[src/design/delay_profile_window_sum_top_assert.svh]
// Assertion macros for the delay profile window sum block.
// Included by the modules that check their own control logic; no dependencies.
`ifndef DELAY_PROFILE_WINDOW_SUM_TOP_ASSERT_SVH
`define DELAY_PROFILE_WINDOW_SUM_TOP_ASSERT_SVH
`ifndef SYNTHESIS
`define DPWS_ASSERT_SAME(lbl, clk, rst, ante, cons) \
   lbl: assert property (@(posedge clk) disable iff (rst) (ante) |-> (cons)) \
      else $error("dpws check failed");
`define DPWS_ASSERT_NEXT(lbl, clk, rst, ante, cons) \
   lbl: assert property (@(posedge clk) disable iff (rst) (ante) |=> (cons)) \
      else $error("dpws check failed");
`else
`define DPWS_ASSERT_SAME(lbl, clk, rst, ante, cons)
`define DPWS_ASSERT_NEXT(lbl, clk, rst, ante, cons)
`endif
`endif

[src/design/dpws_pkg.sv]
// Shared types and constants for the delay profile window sum block.
// No dependencies.
package dpws_pkg;
   localparam int DPWS_MAX_TAPS = 64;
   localparam int MODE_W    = 2;
   localparam int IDX_W     = 6;
   localparam int TAP_W     = 16;
   localparam int CNT_IN_W  = 7;
   localparam int TIME_W    = 32;
   localparam int RES_W     = 31;
   localparam int SUMC_W    = 23;
   localparam int MAG_SUM_W = 22;
   localparam int PEAK_W    = 6;
   localparam int MAG_W     = 16;
   localparam int WORD_W    = 3 * 16;
   localparam int QUO_W     = 34;
   localparam int DSR_W     = 32;
   localparam int RAD_W     = 32;

   localparam logic STATUS_OK        = 1'b0;
   localparam logic STATUS_BAD_INDEX = 1'b1;

   typedef enum logic [1:0] {
      MODE_WRITE  = 2'd0,
      MODE_RESIZE = 2'd1,
      MODE_PEAK   = 2'd2,
      MODE_WINDOW = 2'd3
   } dpws_mode_type;

   typedef enum logic [3:0] {
      OP_NONE, OP_LOAD, OP_SQUARE, OP_ROOT_START, OP_WRITE, OP_RSZ_INIT, OP_SWEEP,
      OP_SCAN_INIT, OP_SCAN, OP_DIV_START, OP_BOUND1, OP_BOUND2, OP_SUM, OP_IMP_RD,
      OP_IMP_TAKE, OP_RESULT
   } dpws_op_type;

   typedef struct packed {
      dpws_op_type op;
      logic        div_second;
   } dpws_cmd_type;

   typedef struct packed {
      logic          sweep_done;
      logic          walk_done;
      logic          root_done;
      logic          div_done;
      logic          res_zero;
      logic          negative;
      logic          bad_index;
      dpws_mode_type mode;
   } dpws_stat_type;
endpackage

[src/design/dpws_ctrl.sv]
// Controller state machine: sequences the datapath and owns the handshakes.
// Depends on dpws_pkg and the assertion macro header.
`include "delay_profile_window_sum_top_assert.svh"
module dpws_ctrl import dpws_pkg::*; (
   input  logic          clock,
   input  logic          reset,
   input  logic          req_valid,
   output logic          req_ready,
   output logic          rsp_valid,
   input  logic          rsp_ready,
   output dpws_cmd_type  cmd,
   input  dpws_stat_type stat
);
   typedef enum logic [13:0] {
      S_CLEAR    = 14'b00000000000001,
      S_IDLE     = 14'b00000000000010,
      S_DISPATCH = 14'b00000000000100,
      S_ROOT_GO  = 14'b00000000001000,
      S_ROOT     = 14'b00000000010000,
      S_RESIZE   = 14'b00000000100000,
      S_SCAN     = 14'b00000001000000,
      S_DIV_A    = 14'b00000010000000,
      S_DIV_B    = 14'b00000100000000,
      S_BOUND1   = 14'b00001000000000,
      S_BOUND2   = 14'b00010000000000,
      S_SUM      = 14'b00100000000000,
      S_IMP_TAKE = 14'b01000000000000,
      S_DONE     = 14'b10000000000000
   } dpws_state_type;

   dpws_state_type state_ff, state_in;
   logic           rsp_valid_ff, rsp_valid_in;

   always_comb begin
      state_in       = state_ff;
      cmd.op         = OP_NONE;
      cmd.div_second = 1'b0;
      rsp_valid_in   = rsp_valid_ff && !rsp_ready;
      case (state_ff)
         S_CLEAR: begin
            if (stat.sweep_done) begin
               state_in = S_IDLE;
            end else begin
               cmd.op = OP_SWEEP;
            end
         end
         S_IDLE: begin
            if (req_valid) begin
               cmd.op   = OP_LOAD;
               state_in = S_DISPATCH;
            end
         end
         S_DISPATCH: begin
            case (stat.mode)
               MODE_WRITE: begin
                  if (stat.bad_index) begin
                     state_in = S_DONE;
                  end else begin
                     cmd.op   = OP_SQUARE;
                     state_in = S_ROOT_GO;
                  end
               end
               MODE_RESIZE: begin
                  cmd.op   = OP_RSZ_INIT;
                  state_in = S_RESIZE;
               end
               default: begin
                  if (stat.res_zero) begin
                     cmd.op   = OP_IMP_RD;
                     state_in = S_IMP_TAKE;
                  end else if (stat.mode == MODE_PEAK) begin
                     cmd.op   = OP_SCAN_INIT;
                     state_in = S_SCAN;
                  end else if (stat.negative) begin
                     state_in = S_DONE;
                  end else begin
                     cmd.op   = OP_DIV_START;
                     state_in = S_DIV_A;
                  end
               end
            endcase
         end
         S_ROOT_GO: begin
            cmd.op   = OP_ROOT_START;
            state_in = S_ROOT;
         end
         S_ROOT: begin
            if (stat.root_done) begin
               cmd.op   = OP_WRITE;
               state_in = S_DONE;
            end
         end
         S_RESIZE: begin
            if (stat.sweep_done) begin
               state_in = S_DONE;
            end else begin
               cmd.op = OP_SWEEP;
            end
         end
         S_SCAN: begin
            cmd.op = OP_SCAN;
            if (stat.walk_done) begin
               if (stat.negative) begin
                  cmd.op   = OP_NONE;
                  state_in = S_DONE;
               end else begin
                  cmd.op   = OP_DIV_START;
                  state_in = S_DIV_A;
               end
            end
         end
         S_DIV_A: begin
            if (stat.div_done) begin
               cmd.op         = OP_DIV_START;
               cmd.div_second = 1'b1;
               state_in       = S_DIV_B;
            end
         end
         S_DIV_B: begin
            if (stat.div_done) begin
               state_in = S_BOUND1;
            end
         end
         S_BOUND1: begin
            cmd.op   = OP_BOUND1;
            state_in = S_BOUND2;
         end
         S_BOUND2: begin
            cmd.op   = OP_BOUND2;
            state_in = S_SUM;
         end
         S_SUM: begin
            cmd.op = OP_SUM;
            if (stat.walk_done) begin
               state_in = S_DONE;
            end
         end
         S_IMP_TAKE: begin
            cmd.op   = OP_IMP_TAKE;
            state_in = S_DONE;
         end
         S_DONE: begin
            if (!rsp_valid_ff || rsp_ready) begin
               cmd.op       = OP_RESULT;
               rsp_valid_in = 1'b1;
               state_in     = S_IDLE;
            end
         end
         default: begin
            state_in = S_IDLE;
         end
      endcase
   end

   always_ff @(posedge clock) begin
      if (reset) begin
         state_ff     <= S_CLEAR;
         rsp_valid_ff <= 1'b0;
      end else begin
         state_ff     <= state_in;
         rsp_valid_ff <= rsp_valid_in;
      end
   end

   assign req_ready = state_ff == S_IDLE;
   assign rsp_valid = rsp_valid_ff;

   `DPWS_ASSERT_NEXT(a_accept_dispatch, clock, reset, (state_ff == S_IDLE) && req_valid, state_ff == S_DISPATCH)
   `DPWS_ASSERT_NEXT(a_result_waits, clock, reset, (state_ff == S_DONE) && rsp_valid_ff && !rsp_ready, (state_ff == S_DONE) && rsp_valid_ff)
   `DPWS_ASSERT_SAME(a_result_from_done, clock, reset, $rose(rsp_valid_ff), $past(state_ff == S_DONE))
   `DPWS_ASSERT_NEXT(a_write_finishes, clock, reset, (state_ff == S_ROOT) && stat.root_done, state_ff == S_DONE)
endmodule

[config.mk]
export PLATFORM = sky130hd
export DESIGN_NAME = dpws_ctrl
export DESIGN_NICKNAME = d
export VERILOG_FILES = /design/src/design/dpws_pkg.sv /design/src/design/dpws_ctrl.sv
export VERILOG_INCLUDE_DIRS = /design/src /design/src/design
export SDC_FILE = /design/constraint.sdc
export NUM_CORES = 1
export LEC_CHECK = 0
export ABC_AREA = 1
export BUFFER_PORTS_ARGS = -buffer_cell sky130_fd_sc_hd__buf_2
export CAP_MARGIN = 15
export CORE_MARGIN = 1.5
export CORE_UTILIZATION = 30
export CTS_CLUSTER_SIZE = 14
export DETAILED_ROUTE_END_ITERATION = 7
export PLACE_DENSITY = 0.54
export REMOVE_ABC_BUFFERS = 1
export SLEW_MARGIN = 40
export SYNTH_ARGS = -nofsm -noshare
export SYNTH_HDL_FRONTEND = slang
export SYNTH_SLANG_ARGS = --single-unit
[constraint.sdc]
create_clock -name clock -period 1.9 [get_ports clock]
set_clock_uncertainty 0.1 [all_clocks]
set_input_delay 0.095 -clock clock [delete_from_list [all_inputs] [get_ports clock]]
set_output_delay 0.095 -clock clock [all_outputs]
set_load 0.03 [all_outputs]
== Word level (Yosys, flattened, before mapping) ==
Index checks and enable logic that the tools add are counted.

* Word-level logic and storage cells: 64
* Input bits: 13
* Register bits after elaboration: 15
* Output and inout port bits: 7

* Multiplexer cells: 30
* Equality and inequality tests: 25
* Reductions and logical operators: 7

{| class="wikitable"
|+ Operator list
! cell !! count
|-
| 14-bit one-hot mux with 14 select lines || 1
|-
| 14-bit 2-to-1 mux || 13
|-
| 4-bit one-hot mux with 12 select lines || 1
|-
| 14-bit one-hot mux with 2 select lines || 1
|-
| 4-bit 2-to-1 mux || 5
|-
| 2-bit != test (second input constant) || 9
|-
| 14-bit by 1-bit equality test with 1-bit output (second input constant) || 1
|-
| 14-bit by 10-bit equality test with 1-bit output (second input constant) || 1
|-
| 14-bit by 11-bit equality test with 1-bit output (second input constant) || 1
|-
| 14-bit by 12-bit equality test with 1-bit output (second input constant) || 1
|-
| 14-bit by 13-bit equality test with 1-bit output (second input constant) || 1
|-
| 14-bit equality test (second input constant) || 1
|-
| 14-bit by 2-bit equality test with 1-bit output (second input constant) || 1
|-
| 14-bit by 3-bit equality test with 1-bit output (second input constant) || 1
|-
| 14-bit by 4-bit equality test with 1-bit output (second input constant) || 1
|-
| 14-bit by 5-bit equality test with 1-bit output (second input constant) || 1
|-
| 14-bit by 6-bit equality test with 1-bit output (second input constant) || 1
|-
| 14-bit by 7-bit equality test with 1-bit output (second input constant) || 1
|-
| 14-bit by 8-bit equality test with 1-bit output (second input constant) || 1
|-
| 14-bit by 9-bit equality test with 1-bit output (second input constant) || 1
|-
| 9-bit AND reduction || 1
|-
| 4-bit one-hot mux with 2 select lines || 1
|-
| 3-bit 2-to-1 mux || 2
|-
| 5-bit 2-to-1 mux || 1
|-
| other kinds (9) || 13
|}

== Depth between registers and ports, before layout ==
Gate-level depths: netlist of run 1.

* Depth in word-level cells: 5
* Gate-level depth with buffers: 13
* Depth with buffers taken out: 13

== Least setup slack after synthesis of run 1 ==
Ideal clock, no wire load.

* Path type: register -> register
* From: register state_ff[6]
* To: register state_ff[1]
* Arrival time: 1.759 ns
* Library setup time: 0.113 ns
* Period minus slack after synthesis: 1.972 ns
* Stages on the path, launching flop included: 9
* Slack: -0.072 ns
* Data required time: 1.687 ns
* Path through: dfxtp_1 -> nor2_2 -> nand2_2 -> nor3b_1 -> nor2_1 -> nand2_1 -> nor2_1 -> nor2_1 -> nor2_1

* Cells in the longest elaborated chain, start to end: 3

{| class="wikitable"
|+ Ends and longest elaborated chain
! what !! RTL line !! source
|-
| start: declaration || dpws_ctrl.sv:31 || <nowiki>dpws_state_type state_ff, state_in;</nowiki>
|-
| start signal: assignment || dpws_ctrl.sv:160 || <nowiki>state_ff <= state_in;</nowiki>
|-
| 14-bit by 2-bit equality test with 1-bit output * || - ||
|-
| net req_ready || dpws_ctrl.sv:8 || <nowiki>output logic req_ready,</nowiki>
|-
| 2-bit != test (no line) || - ||
|-
| 9-bit AND reduction (no line) || - ||
|}

The timed path passes the listed nets; every way through them passes the cells marked *.
A chain may end at the register's enable or synchronous reset.

==> results of run 1 <==
==> registers in the layout, indices dropped and copies added (netlist names) <==
register	count
rsp_valid	1
state_ff	14
==> logic make-up (layout without fill, tap and decap cells) <==
logic type             Yosys count  in the layout  synth area share [%]
AOI/OAI and AO/OA               13             13                  5.60
buffers and inverters           40             79                  12.6
DFF                             15             15                  22.4
and+or+nand+nor                162            163                  59.4
==> worst register-to-register path, delay by kind of cell, from the launching register on <==
| kind | cells | cell delay, ps |
|---|---|---|
| AOI/OAI and AO/OA | 1 | 100 |
| buffers and inverters | 1 | 140 |
| DFF | 1 | 340 |
| and+or+nand+nor | 7 | 950 |
==> per-layer routing <==
layer  part of all wire, %  up-vias
met5                     0        -
met4                   1.3        0
met3                   2.4        4
li1                      -      806
met1                    49      644
met2                    48       20
==> timing repair <==
| item | in CTS | in global routing |
|---|---|---|
| buffers inserted | 7 | 4 |
| endpoints found under the setup margin | 4 | 13 |
| pin swaps | 8 | 7 |
| gates cloned | 0 | 1 |
| resized for setup | 27 | 22 |
==> cells in the mapped netlist, types with 2 or more instances <==
cell type	n
nor3_2	5
nor2_2	7
a21oi_1	6
nor2_1	46
nor2_4	2
clkinv_1	2
nand3_1	18
o21ai_0	3
nand2_4	2
nor3_1	6
dfxtp_1	15
inv_2	4
nand2_2	4
nor3b_1	2
nand4_1	6
inv_1	32
nand3_2	2
nand2_1	59
==> metrics by stage <==
| step | instances | power (mW) | hold slack [ps] | setup slack, ps | utilization (%) |
|---|---|---|---|---|---|
| 3_5_place_dp | 306 | 2.29 | 299 | 15.3 | 35.6 |
| 3_3_place_gp | 306 | 2.29 | 296 | -8.01 | 35.6 |
| 6_report | 322 | 3.11 | 47.9 | -7.42 | 42.6 |
| 2_1_floorplan | 228 | 1.79 | 64.1 | -114 | - |
| 5_1_grt | 322 | 3.38 | 69.1 | -87.5 | 42.6 |
| 4_1_cts | 317 | 2.85 | 38.4 | -11.6 | 39.8 |
==> power by group <==
part,internal (mW),switching [mW]
Clock,0.146,0.123
Combinational,0.905,1.41
Sequential,0.419,0.104
Total,1.47,1.64
==> layout make-up <==
class | count | area [um2] | share of cell area (%)
Clock buffer | 3 | 41.3 | 2.24
Clock inverter | 1 | 5.00 | 0.272
Inverter | 38 | 150 | 8.15
Multi-Input combinational cell | 176 | 1000 | 54.3
Sequential cell | 15 | 309 | 16.8
Tap cell | 52 | 65.1 | 3.53
Timing Repair Buffer | 37 | 272 | 14.7
==> path summary, 6_finish.rpt <==
kind | startpoint | to | slack [ps] | depth (start not counted)
max | state_ff[12]$_SDFFE_PP0P_ | cmd[4] | -7 | 9
min | stat[4] | state_ff[12]$_SDFFE_PP0P_ | 50 | 3
max reg2reg | state_ff[2]$_SDFFE_PP0P_ | state_ff[3]$_SDFFE_PP0P_ | 150 | 9
min reg2reg | state_ff[6]$_SDFFE_PP0P_ | state_ff[6]$_SDFFE_PP0P_ | 460 | 4
==> results.ini, run 1 <==
[synthesis]
yosysTopAreaCellShare_pct = 22.4
yosys_warnings = 0
ys.flop_type = dfxtp_1
ys_types = 27
netlist_instances = 230
syn_area_um2 = 1340
syn_avg_cell_area_um2 = 5.83
synth_top_area_cell = dfxtp_1
synth_edf_count = 0
ys_ff_latch = 15
synth-async-reset-ratio_pct = 0
yosysSeqAreaShare_pct = 22.4
synthTopCellsByArea = dfxtp_1 22%, nand2_1 17%, nor2_1 13%

[layout]
n_antenna_cell = 0
area_delta_synth_final_pct = 37.5
num-nets-final = 284
drive_gt1_share_pct = 35.6
design_area_um2 = 1840
final_common_cell = nand2_1
fillCellCount = 480
layout_common_cells = 53 x nand2_1, 41 x nor2_1, 32 x inv_1

[global_routing]
grtUsageMet2_pct = 28.4
track_usage_pct = 16.8
grt_overflow_total = 0
grt_pass1_vias = 1409
grt.met3_usage_pct = 2.91
grt_pass1_wl_mm = 6.56
grt_max_degree = 20
antenna_found_initial = 0
grt.busiest_layer = met2
use_met1_pct = 22.8

[cts]
cts_sinks = 15
clock_latency_ps = 260
cts_buffer_depth = 2
cts_max_level = 1
cts_root_buf = clkbuf_8
cts.hold.buffers_added = 0
tritoncts = built
cts_buffers = 3
cts.clk_slew.worst_paths_ps = 70

[routing]
drc_errors = 0
vias = 1474
dr.pass1.iters = 4
detail_route.wl_per_cell_um = 12.8
viasPerCell = 4.58
wl_mm = 4.13
ant_nets = 0
drt_iter0_markers = 69

[status]
violations = setup timing
status = finished with violations

[floorplan]
initial_core_util_pct = 31.0
core.rowCount = 24
core-area_um2 = 4320
dieArea_um2 = 4880
die_h_um = 69.8
die_x_um = 69.8
ios = 20

[worst_setup_path]
crit_top_cell = buf_6
worst-path-max-fanout = 9
required_ps = 1700
critPathArrivalTime_ps = 1710
path_cells = nor2_2, inv_2, nor2_4, buf_12, nand3_2, buf_6, nor3b_1, nand3_1, buf_6
cp-start-kind = register
slowest_stage = dfxtp_1
path_buf_inv = 4
worst_path_largest_cell_delay_ps = 330
crit_family = simple AND/OR/NAND/NOR gates
cp-end-kind = output port
critPathKind = reg2out

[placed_design]
gp_congestion = 0.908
io_buffer_count = 19
dpl.hpwl_mm = 3.01
dpl_cell_area_um2 = 1540

[power]
powerDensity_nw_per_um2 = 1690
ir_drop_mv = 0.832
p_leak_nw = 0.958

[sta]
relSlewSlack_pct = 79.2
setup_violations = 1
timing.fmax_mhz = 524
worstMarginPinSlew_ps = 311
slew_violations = 0
tns_ps = -7.42
setup_slack_ps = -7.42
finalHoldViolCount = 0
fin_crit_sh_pct = 100
layout_min_cycle_time_ps = 1910
rsz0062_at_grt = true

[worst_hold_path]
hold_class = in2reg

[flow_run]
max_cap_violations = 0

Power figures use the tool's default switching activity.
==> inputs of run 2 (changes only) <==
Settings changed: HOLD_SLACK_MARGIN from default to 0.03, PLACE_DENSITY 0.54 to 0.46.
==> results.ini, run 2 (same netlist as run 1, synthesis figures left out) <==
[status]
status = finished with violations
violations = setup timing

[global_routing]
track_usage_pct = 17.5  ; +0.73 points
use_met1_pct = 23.6  ; +0.78 points
antenna_found_initial = 0  ; unchanged
grtUsageMet2_pct = 29.0  ; +0.63 points
grt_overflow_total = 0  ; unchanged
grt_pass1_vias = 1402  ; -0.50%
grt.busiest_layer = met2
grt_max_degree = 20  ; unchanged
grt_pass1_wl_mm = 6.79  ; +3.6%
grt.met3_usage_pct = 3.20  ; +0.29 points

[worst_setup_path]
critPathKind = reg2out
crit_family = simple AND/OR/NAND/NOR gates
cp-end-kind = output port
critPathArrivalTime_ps = 1730  ; +20 ps
path_cells = nor2_4, inv_2, nor2_4, nand2_2, inv_2, nand2_1, o22ai_1, inv_1, nand4_1, buf_6
path_buf_inv = 4  ; unchanged
worst-path-max-fanout = 4  ; -5
worst_path_largest_cell_delay_ps = 340  ; about the same
slowest_stage = dfxtp_2
cp-start-kind = register
required_ps = 1700  ; about the same

[sta]
layout_min_cycle_time_ps = 1930  ; +20.6 ps
slew_violations = 0  ; unchanged
tns_ps = -74.7  ; -67.3 ps
fin_crit_sh_pct = 101  ; +1.1 points
rsz0062_at_grt = true
setup_violations = 3  ; +2
relSlewSlack_pct = 79.4  ; +0.22 points
worstMarginPinSlew_ps = 307  ; -3.26 ps
finalHoldViolCount = 0  ; unchanged
timing.fmax_mhz = 519  ; -1.1%
setup_slack_ps = -28.0  ; -20.6 ps

[cts]
cts_max_level = 1  ; unchanged
cts_buffers = 3  ; unchanged
cts_sinks = 15  ; unchanged
cts_root_buf = clkbuf_8
cts_buffer_depth = 2  ; unchanged
cts.clk_slew.worst_paths_ps = 70  ; about the same
cts.hold.buffers_added = 0  ; unchanged
clock_latency_ps = 260  ; about the same
tritoncts = built

[layout]
largest_reg_flops = 14  ; unchanged
layout_common_cells = 53 x nand2_1, 41 x nor2_1, 32 x inv_1
utilization_pct = 42.9  ; +0.29 points
n_antenna_cell = 0  ; unchanged
multiInputGateArea_um2 = 1020  ; +1.6%
num-nets-final = 287  ; +1.1%
area_delta_synth_final_pct = 38.5
regMostFlops = state_ff
seq_area_um2 = 312  ; +0.81%
fillCellCount = 487  ; +1.5%
drive_gt1_share_pct = 35.5  ; about the same
final_common_cell = nand2_1

[power]
ir_drop_mv = 0.793  ; -4.6%
powerDensity_nw_per_um2 = 1800  ; +6.4%
p_leak_nw = 0.959  ; +0.15%
fin_total_pwr_mw = 3.33  ; +7.1%

[routing]
drc_errors = 0  ; unchanged
vias = 1602  ; +8.7%
drt_iter0_markers = 81  ; +17%
detail_route.wl_per_cell_um = 13.7  ; +6.7%
dr.pass1.iters = 4  ; unchanged
viasPerCell = 4.93  ; +7.7%
wl_mm = 4.45  ; +7.7%
ant_nets = 0  ; unchanged

[worst_hold_path]
hold_class = in2reg

[floorplan]
die_x_um = 69.8  ; unchanged
initial_core_util_pct = 31.0  ; unchanged
dieArea_um2 = 4880  ; unchanged
die_h_um = 69.8  ; unchanged
core.rowCount = 24  ; unchanged
ios = 20  ; unchanged
core-area_um2 = 4320  ; unchanged

[placed_design]
gp_congestion = 0.841  ; -7.4%
io_buffer_count = 19  ; unchanged
dpl.hpwl_mm = 3.20  ; +6.2%

[flow_run]
max_cap_violations = 0  ; unchanged

==> run 2: path summary, 6_finish.rpt <==
path	slack, ps	depth (start not counted)	from	endpoint
max	-30	10	state_ff[12]$_SDFFE_PP0P_	cmd[1]
min	40	4	rsp_ready	rsp_valid$_SDFF_PP0_
max reg2reg	80	11	state_ff[10]$_SDFFE_PP0P_	state_ff[3]$_SDFFE_PP0P_
min reg2reg	470	4	state_ff[5]$_SDFFE_PP0P_	state_ff[5]$_SDFFE_PP0P_
==> run 2: through the flow <==
step	hold slack [ps]	setup slack (ps)	cells	area, um2
after floorplan	64.1	-114	228	1310
after global placement	297	-40.3	307	1530
after detailed placement	304	10.6	307	1530
after CTS	41.3	-20.9	317	1720
after global routing	57.6	-161	325	1860
final	40.3	-28.0	325	1860
==> run 2: report_power, final <==
group / switching (mW) / internal (mW)
combinational: 1.54 / 1.01
sequential: 0.102 / 0.417
clock: 0.127 / 0.146
total: 1.76 / 1.57
==> run 2: area by class of cell <==
cell class | count | share of cell area [%]
Timing Repair Buffer | 39 | 14.6
Clock inverter | 1 | 0.270
Multi-Input combinational cell | 177 | 54.8
Clock buffer | 3 | 2.23
Tap cell | 52 | 3.51
Inverter | 38 | 7.82
Sequential cell | 15 | 16.8
==> run 2: per-layer routing <==
| layer | wire [um] | part of all wire, % | vias to the layer above |
|---|---|---|---|
| met4 | 83 | 1.9 | 0 |
| li1 | - | - | 818 |
| met1 | 2110 | 47 | 729 |
| met2 | 2070 | 47 | 45 |
| met3 | 184 | 4.1 | 10 |
| met5 | 0 | 0 | - |
==> run 2: worst min-delay path, stage by stage <==
cell and delay, ps:
buf_2 70, nor2_1 70, inv_1 60, a21oi_1 50
==> run 2: repair_timing <==
| action | 4_1_cts | 5_1_grt |
|---|---|---|
| endpoints found under the setup margin | 4 | 15 |
| pin swaps | 8 | 7 |
| cloned | 1 | 1 |
| setup buffers | 6 | 7 |
| gates resized for setup | 29 | 19 |
==> inputs of run 3 (changes only) <==
Settings changed: ABC_AREA 1 to default, PLACE_DENSITY 0.46 to 0.47.
==> results.ini, run 3 <==
[status]
status = finished with violations
violations = setup timing

[layout]
n_antenna_cell = 0  ; unchanged
drive_gt1_share_pct = 58.6  ; +23 points
largest_reg_flops = 14  ; unchanged
layout_common_cells = 50 x buf_4, 20 x buf_6, 15 x nor2_1
area_delta_synth_final_pct = 76.2
fillCellCount = 359  ; -26%
regMostFlops = state_ff
final_cells = 280  ; -14%
num-nets-final = 246  ; -14%
final_common_cell = buf_4

[routing]
wl_mm = 4.47  ; +0.38%
vias = 1494  ; -6.7%
detail_route.wl_per_cell_um = 15.9  ; +17%
drc_errors = 0  ; unchanged
dr.pass1.iters = 4  ; unchanged
drt_iter0_markers = 61  ; -25%
viasPerCell = 5.34  ; +8.2%
ant_nets = 0  ; unchanged

[global_routing]
grt_max_degree = 13  ; -35%
track_usage_pct = 21.2  ; +3.6 points
antenna_found_initial = 0  ; unchanged
grt_pass1_vias = 1434  ; +2.3%
grt_overflow_total = 0  ; unchanged
grt_pass1_wl_mm = 6.96  ; +2.5%

[cts]
cts_sinks = 15  ; unchanged
clock_latency_ps = 250  ; about the same
cts_buffer_depth = 2  ; unchanged
cts.clk_slew.worst_paths_ps = 60  ; about the same
tritoncts = built
cts_buffers = 3  ; unchanged
cts_root_buf = clkbuf_8
cts_max_level = 1  ; unchanged

[worst_setup_path]
cp-start-kind = register
worst_path_largest_cell_delay_ps = 410  ; +70 ps
slowest_stage = or4_4
required_ps = 1700  ; about the same
crit_top_cell = buf_4
path_cells = nor4_4, nand2_1, buf_4, or4_4, a21o_1, o211ai_1, buf_4
critPathKind = reg2out
critPathArrivalTime_ps = 2150  ; +420 ps
cp-end-kind = output port
worst-path-max-fanout = 4  ; unchanged

[sta]
slew_violations = 0  ; unchanged
tns_ps = -4740  ; -4670 ps
layout_min_cycle_time_ps = 2350  ; +417 ps
fin_crit_sh_pct = 123  ; +22 points
relSlewSlack_pct = 75.1  ; -4.3 points
timing.fmax_mhz = 426  ; -18%
worstMarginPinSlew_ps = 371  ; +63.2 ps
setup_violations = 18  ; +15
rsz0062_at_grt = true
setup_slack_ps = -445  ; -417 ps
finalHoldViolCount = 0  ; unchanged

[flow_run]
max_cap_violations = 0  ; unchanged

[power]
powerDensity_nw_per_um2 = 468  ; -74%
ir_drop_mv = 0.272  ; -66%
p_leak_nw = 0.889  ; -7.3%
fin_total_pwr_mw = 0.976  ; -71%

[synthesis]
ys.flop_type = dfxtp_1
synth_edf_count = 0  ; unchanged
yosys_warnings = 0  ; unchanged
netlist_instances = 154  ; -33%
synthTopCellsByArea = dfxtp_1 25%, nor2_1 6.0%, a21oi_1 5.5%
syn_avg_cell_area_um2 = 7.69  ; +32%
synth_top_area_cell = dfxtp_1
yosysMostFrequentCell = nor2_1
ys_types = 46  ; +70%
synth_top_cells_by_count = 19 x nor2_1, 15 x dfxtp_1, 13 x a21oi_1
yosysTopAreaCellShare_pct = 25.4  ; +3.0 points
syn_area_um2 = 1180  ; -12%
yosysSeqAreaShare_pct = 25.4  ; +3.0 points
ys_ff_latch = 15  ; unchanged
synth-async-reset-ratio_pct = 0  ; unchanged

[floorplan]
core.rowCount = 22  ; -8.3%
die_h_um = 65.8  ; -5.8%
ios = 20  ; unchanged
dieArea_um2 = 4330  ; -11%
die_x_um = 65.8  ; -5.8%
initial_core_util_pct = 31.9  ; +0.86 points
core-area_um2 = 3720  ; -14%

[placed_design]
placedCellCount = 258  ; -16%
dpl.hpwl_mm = 3.16  ; -1.2%
io_buffer_count = 19  ; unchanged
gp_congestion = 0.871  ; +3.5%

[worst_hold_path]
hold_class = in2reg

[run 3: final cells by class]
cell class,count,area (um2),area share (%)
multi-input combinational,123,955,45.8
timing repair buffer,84,676,32.4
sequential,15,328,15.7
tap,48,60.1,2.88
clock buffer,4,45.0,2.16
inverter,6,22.5,1.08
[run 3: kinds of logic (layout without fill, tap and decap cells)]
family	count (synthesis)	in the layout	synth area share [%]
and+or+nand+nor	87	87	47.1
AOI/OAI and AO/OA	32	32	17.1
muxes	1	1	0.846
DFF	15	15	25.4
buffers and inverters	16	94	7.29
xor gates and xnor gates	3	3	2.22
[run 3: path summary, 6_finish.rpt]
kind,startpoint,to,slack (ps),cells past startpoint
max,state_ff[5]$_SDFFE_PP0P_,cmd[4],-450,7
min,stat[4],state_ff[12]$_SDFFE_PP0P_,50,3
max reg2reg,state_ff[8]$_SDFFE_PP0P_,state_ff[7]$_SDFFE_PP0P_,-320,9
min reg2reg,state_ff[7]$_SDFFE_PP0P_,state_ff[7]$_SDFFE_PP0P_,430,2
[run 3: per-stage QoR]
stage	setup slack (ps)	cell area [um2]	utilization (%)	hold slack (ps)
after floorplan	-244	1120	-	64.1
after CTS	-414	1960	52.8	38.1
final	-445	2090	56.1	46.0
after detailed placement	-372	1630	43.8	196
after global placement	-354	1630	43.8	197
after global routing	-498	2090	56.1	51.4
[run 3: timing repair]
item,CTS,global route
gates resized for setup,55,23
hold buffers,1,0
endpoints found under the hold margin,1,0
endpoints found under the setup margin,21,21
setup buffers,10,8
pin swaps,20,16
[run 3: worst max-delay path: cells and delay by family, from the launching register on]
family	cells	cell delay, ps
AND/OR/NAND/NOR	3	870
flip-flops	1	360
buffers and inverters	2	350
AO/OA/AOI/OAI	2	320
[run 3: report_power, final]
group / internal, mW / switching (mW)
logic: 0.195 / 0.182
registers: 0.318 / 0.0152
clock network: 0.149 / 0.117
total: 0.662 / 0.315
[run 3: metal layers]
layer / share of wire (%) / GRT usage [%]
met2: 48 / 35.2
met1: 44 / 27.6
met3: 5.2 / 3.24
met5: 0 / 0
met4: 2.2 / 7.55
